==> src/rtl/core/ipv4fd_pkg.sv <==
// Package for the IPv4 forwarding decision block: command and action codes,
// the routing result bundle and field widths. No dependencies.
package ipv4fd_pkg;

  typedef enum logic [1:0] {
    CMD_LOAD_ROUTE = 2'd0,
    CMD_LEARN_ARP  = 2'd1,
    CMD_FORWARD    = 2'd2,
    CMD_UNUSED     = 2'd3
  } cmd_t;

  typedef enum logic [2:0] {
    ACT_ROUTE_STORED  = 3'd0,
    ACT_ARP_LEARNED   = 3'd1,
    ACT_TABLE_FULL    = 3'd2,
    ACT_TIME_EXCEEDED = 3'd3,
    ACT_UNREACHABLE   = 3'd4,
    ACT_HOLD_REQUEST  = 3'd5,
    ACT_HOLD_PENDING  = 3'd6,
    ACT_FORWARD       = 3'd7
  } action_t;

  typedef enum logic [2:0] {
    ST_IDLE,
    ST_ROUTE_SCAN,
    ST_ARP_SCAN,
    ST_LEARN_SCAN,
    ST_APPEND,
    ST_RESULT
  } state_t;

  // Token that travels down a chain of cells.
  typedef struct packed {
    logic        found;
    logic [31:0] mask;
    logic [31:0] gateway;
    logic [1:0]  port;
  } rt_tok_t;

  typedef struct packed {
    logic        found;
    logic [47:0] mac;
  } nc_tok_t;

  localparam int unsigned TTL_LIMIT = 1;

  // Number of output interfaces; the port field is two bits wide and is
  // passed on as given.
  localparam int unsigned PORTS = 4;

endpackage

==> src/rtl/core/ipv4fd_nc_cell.sv <==
// One ARP cache cell: holds one address pair, answers lookups and takes
// learned addresses. Depends on ipv4fd_pkg.
module ipv4fd_nc_cell (
  input  logic                 clk,
  input  logic                 wr_en,
  input  logic [31:0]          wr_ip,
  input  logic [47:0]          wr_mac,
  input  logic                 learn_en,
  input  logic                 entry_used,
  input  logic [31:0]          key_ip,
  input  ipv4fd_pkg::nc_tok_t  tok_in,
  output ipv4fd_pkg::nc_tok_t  tok_out
);
  import ipv4fd_pkg::*;

  logic [31:0] ip_r;
  logic [47:0] mac_r;
  logic        hit;

  assign hit = entry_used && (ip_r == key_ip);

  always_ff @(posedge clk) begin
    if (wr_en) begin
      ip_r  <= wr_ip;
      mac_r <= wr_mac;
    end else if (learn_en && hit) begin
      mac_r <= wr_mac;
    end
  end

  // First matching entry wins.
  always_comb begin
    tok_out = tok_in;
    if (hit && !tok_in.found) begin
      tok_out.found = 1'b1;
      tok_out.mac   = mac_r;
    end
  end

endmodule

==> config.mk <==
export PLATFORM = sky130hd
export DESIGN_NAME = ipv4fd_nc_cell
export DESIGN_NICKNAME = d
export VERILOG_FILES = /design/src/rtl/core/ipv4fd_pkg.sv /design/src/rtl/core/ipv4fd_nc_cell.sv
export SDC_FILE = /design/constraint.sdc
export NUM_CORES = 1
export LEC_CHECK = 0
export BUFFER_PORTS_ARGS = -buffer_cell sky130_fd_sc_hd__buf_2
export CAP_MARGIN = 20
export CORE_MARGIN = 3
export CORE_UTILIZATION = 43
export DETAILED_ROUTE_END_ITERATION = 6
export GPL_ROUTABILITY_DRIVEN = 0
export HOLD_SLACK_MARGIN = 0.02
export PLACE_DENSITY = 0.82
export SYNTH_ARGS = -nofsm -noshare
export SYNTH_HDL_FRONTEND = slang
export SYNTH_SLANG_ARGS = --single-unit
export TNS_END_PERCENT = 30
==> constraint.sdc <==
create_clock -name clk -period 4.6 [get_ports clk]
set_input_delay 0.23 -clock clk [delete_from_list [all_inputs] [get_ports clk]]
set_output_delay 0.23 -clock clk [all_outputs]
set_load 0.02 [all_outputs]
==> run_results.csv <==
group,metric,value,unit
status,status,"completed",
route,avgRoutedWirePerCell,16.1,µm
route,top_routing_layer_in_use,"met4",
sta,timing_max_transition_violations_final,0,
clock_network,cts_tree,"built",
route,totalWireLength,8730,µm
setup_path,max_stage_delay,0.41,ns
yosys,synth_warnings,0,
final_layout,design.final.nets,599,
global_routing,gr-total-overflow,0,
placed_design,place.detailed.instances,525,
sta,setup_clock_skew_after_layout,0.0115,ns
yosys,synthDistinctLibCells,16,
setup_path,maximum_fanout_along_the_worst_path,48,
setup_path,worst_r2r_path_depth,6,
yosys,synthesis.nets,378,
sta,grt_setup_unrepaired,"false",
floorplanning,fp-row-count,32,
global_routing,wire_length_of_the_first_global_routing_pass,13600,µm
yosys,synth-adder-area-share,0,%
global_routing,grt_max_degree,49,
clock_network,clockBufferDepth,2,
placed_design,dp_hpwl,7100,µm
flow_run,cap_viol_max_count,0,
sta,setup-tns-final,0,ns
setup_path,classification_of_the_worst_setup_path,"reg -> out",
power_and_ir_drop,irDropWorstVdd,0.271,mV
sta,max_clock_freq,0.374,GHz
sta,layout_worst_path_cycle_share,58.1,%
setup_path,crit_path_start_kind,"flop",
route,met1Wirelength,3150,µm
power_and_ir_drop,p_leak,2.19,nW
sta,hold_violations,0,
route,detail_route.vias_per_cell,4.82,
yosys,yosys.area_share.xor_xnor,5.38,%
final_layout,antennaDiodeCount,0,
sta,worst_pin_slew,0.741,ns
floorplanning,initial_core_util,45.4,%
final_layout,syn_to_final_growth,38.1,%
floorplanning,die-height,97.3,µm
placed_design,io_buffer_count,213,
clock_network,number_of_gates_resized_after_cts,0,
floorplanning,die-area,9470,µm²
clock_network,tritoncts.num_buffers,9,
floorplanning,die_width,97.3,µm
final_layout,layout.cells.most_common_list,"213 x sky130_fd_sc_hd__buf_2, 80 x sky130_fd_sc_hd__edfxtp_1, 28 x sky130_fd_sc_hd__mux2_2, 22 x sky130_fd_sc_hd__xnor2_1, 21 x sky130_fd_sc_hd__nand2b_1",
setup_path,timing.critical_path.slowest_stage_cell,"sky130_fd_sc_hd__edfxtp_1",
setup_path,critical_path_required,4.37,ns
yosys,synth_mux_area_share,17.2,%
clock_network,clock_insertion_delay_worst_skew,0.33,ns
setup_path,critical_path.most_common_cell,"sky130_fd_sc_hd__nand4_1",
route,final_antenna_net_count,0,
setup_path,crit_chain,"xnor2_1 > nand4_1 > nor3_1 > nand4_1 > buf_4 > mux2_4 > buf_2",
yosys,synth-simple-area-share,8.97,%
yosys,syn_area_per_cell,16.8,µm²
sta,setup_violations_final,0,
global_routing,grt.total_usage,18.2,%
yosys,synth_top_family_by_area,"multiplexers",
clock_network,ctsRootBufferMaster,"sky130_fd_sc_hd__clkbuf_8",
setup_path,endpoint_kind,"output port",
yosys,synth_compound_gate_area_share,0.209,%
final_layout,drive_gt1_share,63.3,%
yosys,synth_seq_area_share,67.0,%
worst_hold_path,min-delay-path-class,"in -> reg",
route,drc_errors,0,
power_and_ir_drop,powerDensity,321,nW/µm²
route,detailed_route_iter0_violations,124,
worst_hold_path,min_delay_path_depth,1,
route,wl_met2,4690,µm
clock_network,cts-htree-levels,3,
setup_path,critical_path_arrival,2.44,ns
floorplanning,core-area,7890,µm²
clock_network,post-cts-setup-buffers,0,
sta,finalWorstPathRequiredPeriod,2.67,ns
clock_network,clock_sinks,80,
route,dr_wl_met3,654,µm
final_layout,fillCellCount,627,
yosys,ys_ff_latch,80,
global_routing,grt_antenna_before_repair,0,
route,firstDrtPassIters,4,
final_layout,layout_commonest_cell,"sky130_fd_sc_hd__buf_2",
final_layout,layoutNonFillerInstCount,541,
sta,slew_headroom,50.6,%
clock_network,clkSlewWorstSetupHoldPaths,0.08,ns
clock_network,hold_buffers,0,
route,total_number_of_vias,2606,
yosys,synth.cell_area,3580,µm²
global_routing,grt_pass1_vias,2831,
floorplanning,io_pins,214,
yosys,syn_inst,213,
==> flip-flops by register name, indices dropped and copies added, names as in the netlist <==
name,flops
ip_r,32
mac_r,48
==> where the power goes <==
| part | internal [W] | switching [W] | leakage (nW) |
|---|---|---|---|
| Sequential | 0.000867 | 0.0000207 | 0.783 |
| Combinational | 0.000114 | 0.000107 | 1.32 |
| Clock | 0.000245 | 0.000238 | 0.0901 |
| Total | 0.00123 | 0.000366 | 2.19 |
==> final timing paths <==
kind	startpoint	slack [ns]	end
hold reg to reg	ip_r[24]	1.16	mac_r[28]
hold / removal	wr_ip[21]	0.07	ip_r[21]
setup / recovery	ip_r[25]	1.93	tok_out[46]
setup reg to reg	ip_r[6]	1.96	mac_r[21]
==> Yosys cell counts (all sizes together) <==
cell / count / share of area [%]
edfxtp: 80 / 67
mux2: 48 / 17
xnor2: 22 / 5.4
nand2b: 21 / 3.7
nand4: 13 / 2.3
nand3: 8 / 1.1
nand2: 6 / 0.63
nor4: 6 / 1.0
buf: 5 / 1.1
inv: 1 / 0.10
nor2: 1 / 0.10
nor3: 1 / 0.14
o21bai: 1 / 0.21
==> through the flow <==
stage | utilization (%) | setup slack (ns) | area (µm²) | hold slack, ns | total power, W
final | 62.8 | 1.93 | 4950 | 0.0683 | 0.00159
after global routing | 62.8 | 1.68 | 4950 | 0.0384 | 0.00167
after CTS | 62.8 | 1.89 | 4950 | 0.0486 | 0.00161
after detailed placement | 60.4 | 1.90 | 4760 | 0.408 | 0.00113
after global placement | 60.4 | 1.96 | 4760 | 0.407 | 0.00112
after floorplan | - | 0.830 | 3580 | 0.329 | 0.00101
==> layer usage <==
layer	up-vias	global-route usage, %
met2	140	33.1
met5	-	0
met4	0	8.09
li1	1256	-
met3	17	4.16
met1	1193	20.2
==> cell families (layout without fill, tap and decap cells) <==
| family | count (synthesis) | after routing |
|---|---|---|
| flip-flops | 80 | 80 |
| multiplexers | 48 | 48 |
| AND/OR/NAND/NOR | 56 | 56 |
| AO/OA/AOI/OAI | 1 | 1 |
| buffers and inverters | 6 | 232 |
| XOR/XNOR | 22 | 22 |
==> critical path, delay by kind of cell, from the launching register on <==
family        cells  cell delay, ns
simple gates      3            0.56
buf+inv           2            0.50
flops             1            0.41
mux               1            0.39
xor+xnor          1            0.21
==> area by class of cell <==
| type | count | area [µm²] | area share [%] |
|---|---|---|---|
| clock inverters | 7 | 62.6 | 1.26 |
| clock buffers | 9 | 124 | 2.50 |
| multi-input cells | 127 | 1150 | 23.2 |
| repair buffers | 215 | 1080 | 21.8 |
| well taps | 102 | 128 | 2.58 |
| flip-flops and latches | 80 | 2400 | 48.5 |
| inverters | 1 | 3.75 | 0.0758 |
(Power assumes the default switching activity.)
