--- src/rtl/core/ipv4fd_pkg.sv ---
// Package for the IPv4 forwarding decision block: command and action codes,
// the routing result bundle and field widths. No dependencies.
package ipv4fd_pkg;

  typedef enum logic [1:0] {
    CMD_LOAD_ROUTE = 2'd0,
    CMD_LEARN_ARP  = 2'd1,
    CMD_FORWARD    = 2'd2,
    CMD_UNUSED     = 2'd3
  } cmd_t;

  typedef enum logic [2:0] {
    ACT_ROUTE_STORED  = 3'd0,
    ACT_ARP_LEARNED   = 3'd1,
    ACT_TABLE_FULL    = 3'd2,
    ACT_TIME_EXCEEDED = 3'd3,
    ACT_UNREACHABLE   = 3'd4,
    ACT_HOLD_REQUEST  = 3'd5,
    ACT_HOLD_PENDING  = 3'd6,
    ACT_FORWARD       = 3'd7
  } action_t;

  typedef enum logic [2:0] {
    ST_IDLE,
    ST_ROUTE_SCAN,
    ST_ARP_SCAN,
    ST_LEARN_SCAN,
    ST_APPEND,
    ST_RESULT
  } state_t;

  // Token that travels down a chain of cells.
  typedef struct packed {
    logic        found;
    logic [31:0] mask;
    logic [31:0] gateway;
    logic [1:0]  port;
  } rt_tok_t;

  typedef struct packed {
    logic        found;
    logic [47:0] mac;
  } nc_tok_t;

  localparam int unsigned TTL_LIMIT = 1;

  // Number of output interfaces; the port field is two bits wide and is
  // passed on as given.
  localparam int unsigned PORTS = 4;

endpackage

--- src/rtl/core/ipv4fd_rt_cell.sv ---
// One route table cell: holds one route and merges its match into the
// passing lookup token. Depends on ipv4fd_pkg.
module ipv4fd_rt_cell (
  input  logic                 clk,
  input  logic                 wr_en,
  input  logic [31:0]          wr_prefix,
  input  logic [31:0]          wr_mask,
  input  logic [31:0]          wr_gateway,
  input  logic [1:0]           wr_port,
  input  logic                 entry_used,
  input  logic [31:0]          dest_ip,
  input  ipv4fd_pkg::rt_tok_t  tok_in,
  output ipv4fd_pkg::rt_tok_t  tok_out
);
  import ipv4fd_pkg::*;

  logic [31:0] prefix_r;
  logic [31:0] mask_r;
  logic [31:0] gateway_r;
  logic [1:0]  port_r;
  logic        hit;

  always_ff @(posedge clk) begin
    if (wr_en) begin
      prefix_r  <= wr_prefix;
      mask_r    <= wr_mask;
      gateway_r <= wr_gateway;
      port_r    <= wr_port;
    end
  end

  assign hit = entry_used && ((dest_ip & mask_r) == prefix_r);

  // A later entry wins only with a strictly larger mask.
  always_comb begin
    tok_out = tok_in;
    if (hit && (!tok_in.found || (tok_in.mask < mask_r))) begin
      tok_out.found   = 1'b1;
      tok_out.mask    = mask_r;
      tok_out.gateway = gateway_r;
      tok_out.port    = port_r;
    end
  end

endmodule

--- config.mk ---
export PLATFORM = sky130hd
export DESIGN_NAME = ipv4fd_rt_cell
export DESIGN_NICKNAME = d
export VERILOG_FILES = /design/src/rtl/core/ipv4fd_pkg.sv /design/src/rtl/core/ipv4fd_rt_cell.sv
export SDC_FILE = /design/constraint.sdc
export NUM_CORES = 1
export LEC_CHECK = 0
export BUFFER_PORTS_ARGS = -buffer_cell sky130_fd_sc_hd__buf_4
export CAP_MARGIN = 20
export CORE_MARGIN = 5
export CORE_UTILIZATION = 50
export DETAILED_ROUTE_END_ITERATION = 8
export PLACE_DENSITY = 0.95
export SYNTH_ARGS = -nofsm -noshare
export SYNTH_HDL_FRONTEND = slang
export SYNTH_SLANG_ARGS = --single-unit
--- constraint.sdc ---
create_clock -name clk -period 4.32 [get_ports clk]
set_input_delay 0.432 -clock clk [delete_from_list [all_inputs] [get_ports clk]]
set_output_delay 0.432 -clock clk [all_outputs]
set_load 0.1 [all_outputs]
==> results.txt <==
----------------------------------------------------
[Critical path]
  WP data arrival ... 3.58 ns
  Setup Crit Path Kind ... register to primary output
  Max Fanout on Critical Path ... 35
  CP Capture Type ... primary output
  WP data required ... 3.89 ns
  Startpoint Class ... register

[Clock network]
  Hold_buf cts ... 0
  H-tree lvl count ... 3
  Clock Path Buffers ... 2
  Clock tree from TritonCTS ... yes
  Clock-pin slew on the worst setup and hold paths ... 0.10 ns
  Number of buffers inserted by post-CTS setup repair ... 0
  CTS Root Cell ... sky130_fd_sc_hd__clkbuf_8
  Count of cells resized by post-cts repair ... 0
  Clock buffer count from CTS ... 9
  CTS sink count ... 98

[Job]
  Max-cap violations ... 0

[Routing]
  Vias after detailed routing ... 4167
  Aggregate routed wire length ... 15500 microns
  Antenna-violating nets left ... 0
  Total iterations of the first detailed-routing run ... 4
  Via density per instance ... roughly 5.3
  DRC violation count after routing ... 0
  Average detailed-routed wire length per instance ... 19.9 microns
  Violation count after the first detailed-routing iteration ... 248

[Power]
  Standby leakage power ... about 3.7 nW
  Maximum VDD drop ... 250 uV
  Power per Cell Area ... 322 mW/mm^2
  Overall power consumption ... between 2 and 2.5 mW

[STA]
  Fin Setup TNS ... 0 ns
  Slew Limit Headroom ... between 50 and 60%
  Max-slew violation count ... 0
  Post-route clock period utilization ... 92.8%
  Setup Viol. Count Final ... 0
  Fmax achieved ... 249 MHz
  Actual slew at the worst max-slew pin ... 0.655 ns
  Final Hold Violating Endpoints ... 0
  Final critical-path required period ... 4.01 ns
  Unrepaired setup endpoints after global routing ... false

[Layout]
  Post-layout nets ... approximately 870
  Final cell utilization of the core ... 74.4%
  Commonest non-fill, non-tap cell in the layout ... sky130_fd_sc_hd__buf_4
  Final cell area excluding filler cells ... 0.00764 sq mm
  Number of non-filler instances in the completed layout ... 780
  Area growth, synth to finish ... 45.2%
  Most frequent cells in the layout ... sky130_fd_sc_hd__buf_4, sky130_fd_sc_hd__edfxtp_1, sky130_fd_sc_hd__mux2_4
  Ratio of cells with drive above 1 in the final layout ... 54.5%
  Diodes inserted ... 0

[Placement]
  Post-Place Cell Area ... 0.00741 sq mm
  Placer Congestion ... 0.859
  Number of port buffers ... roughly 270
  Detailed-placement wirelength estimate ... 12500 microns
  Placed insts ... 764

[Yosys]
  Most area-hungry cell type in the Yosys netlist ... sky130_fd_sc_hd__edfxtp_1
  Number of storage elements in the synthesis netlist ... 98
  Number of flops mapped to enable cells by yosys ... 98
  Main flop type after synthesis ... sky130_fd_sc_hd__edfxtp_1
  Post-Syn Area ... 0.00527 sq mm
  Count of warnings emitted by yosys ... 0
  Proportion of synthesized flip-flops having asynchronous set or reset ... 0%
  Part of the Yosys area used for sequential elements ... approximately 56%
  Post-synthesis area per instance ... ~14 sq um
  Share of Yosys cell area claimed by the top area cell type ... 55.9%
  Number of different library cells in the post-synthesis netlist ... 40
  Count of mapped cells out of synthesis ... between 300 and 400
  Mapped Nets ... 598
  Dominant cells by area after synthesis ... sky130_fd_sc_hd__edfxtp_1, sky130_fd_sc_hd__mux2_4, sky130_fd_sc_hd__ha_1

[Global route]
  GRT overflow ... 0
  Via count of the first global-routing pass ... 4501
  GR Util All Layers ... 23.6%
  Number of antenna violations at the first check in global routing ... 0
  Largest net degree at the start of global routing ... 99
  Wire length of the first global-routing pass ... 23000 microns

[Floorplan]
  Die ar. ... between 0.01 and 0.015 sq mm
  Number of top-level design ports ... 267
  Placeable Area ... 0.0103 sq mm
  X dimension of the die ... approximately 110 microns
  Initial cell density of the core ... a little over 50%
  Y dimension of the die ... 113 microns
  Site row count ... 37

[Outcome]
  Run status ... finished, final reports clean

[Hold path]
  Class of the tightest hold or removal check ... input port to register

----------------------------------------------------
## registers in the layout, summed over array words and instances, names as in the netlist
name	count
gateway_r	32
mask_r	32
prefix_r	32
port_r	2
## area by class of cell
type | instances | area (sq um)
clock buffers | 9 | 124
repair buffers | 269 | 2060
multi-input cells | 230 | 2140
well taps | 136 | 170
inverters | 32 | 120
clock inverters | 6 | 82.6
flip-flops and latches | 98 | 2940
fillers | 644 | 2630
## layer usage
layer | vias up | track usage, % | routed length (microns)
met2 | 193 | 44.8 | 8570
met1 | 1982 | 23.7 | 5250
met3 | 36 | 6.15 | 1190
met4 | 0 | 11.1 | 536
li1 | 1956 | - | -
met5 | - | 0 | 0
## final timing paths
kind / slack [ns] / end / startpoint / cells after the start
min: 0.23 / gateway_r[8]$_DFFE_PP_ / wr_gateway[8] / 1
max: 0.31 / tok_out[5] / mask_r[27]$_DFFE_PP_ / 10
## report_power, final
part | internal [mW] | leakage, nW | total, mW | switching [mW]
Combinational | 0.257 | 2.60 | 0.647 | 0.391
Clock | 0.320 | 0.106 | 0.638 | 0.318
Sequential | 1.13 | 0.959 | 1.18 | 0.0456
Total | 1.71 | 3.66 | 2.46 | 0.754
## cell families after synthesis
logic type,synth area share (%)
flip-flops,55.9
multiplexers,17.0
buffers and inverters,3.45
AND/OR/NAND/NOR,7.44
adder cells (fa/ha/maj),7.37
XOR/XNOR,0.832
AO/OA/AOI/OAI,8.06
## synthesized netlist by cell type (5+ instances only)
master / count
sky130_fd_sc_hd__edfxtp_1: 98
sky130_fd_sc_hd__mux2_4: 40
sky130_fd_sc_hd__inv_1: 32
sky130_fd_sc_hd__ha_1: 31
sky130_fd_sc_hd__mux2_2: 26
sky130_fd_sc_hd__a21oi_1: 20
sky130_fd_sc_hd__nand2_1: 17
sky130_fd_sc_hd__and3_1: 10
sky130_fd_sc_hd__a21boi_0: 9
sky130_fd_sc_hd__a21o_1: 9
sky130_fd_sc_hd__and3b_1: 9
sky130_fd_sc_hd__nand4_1: 9
sky130_fd_sc_hd__nand3_1: 8
sky130_fd_sc_hd__a211oi_1: 5
## stage by stage
step	setup slack [ns]	hold WS, ns
global route	0.130	0.208
detailed placement	0.619	0.611
floorplan	1.12	0.531
global placement	0.708	0.610
CTS	0.301	0.216
finish	0.312	0.234
## critical path, cell delays in order (launching register included)
cell and delay, ns:
sky130_fd_sc_hd__edfxtp_1 0.42, sky130_fd_sc_hd__inv_1 0.06, sky130_fd_sc_hd__ha_1 0.31, sky130_fd_sc_hd__nand4_1 0.15, sky130_fd_sc_hd__or4_1 0.55, sky130_fd_sc_hd__nor4_1 0.32
sky130_fd_sc_hd__a22oi_1 0.11, sky130_fd_sc_hd__nand4_1 0.35, sky130_fd_sc_hd__buf_12 0.29, sky130_fd_sc_hd__mux2_2 0.38, sky130_fd_sc_hd__buf_4 0.24
(Power assumes the default switching activity.)
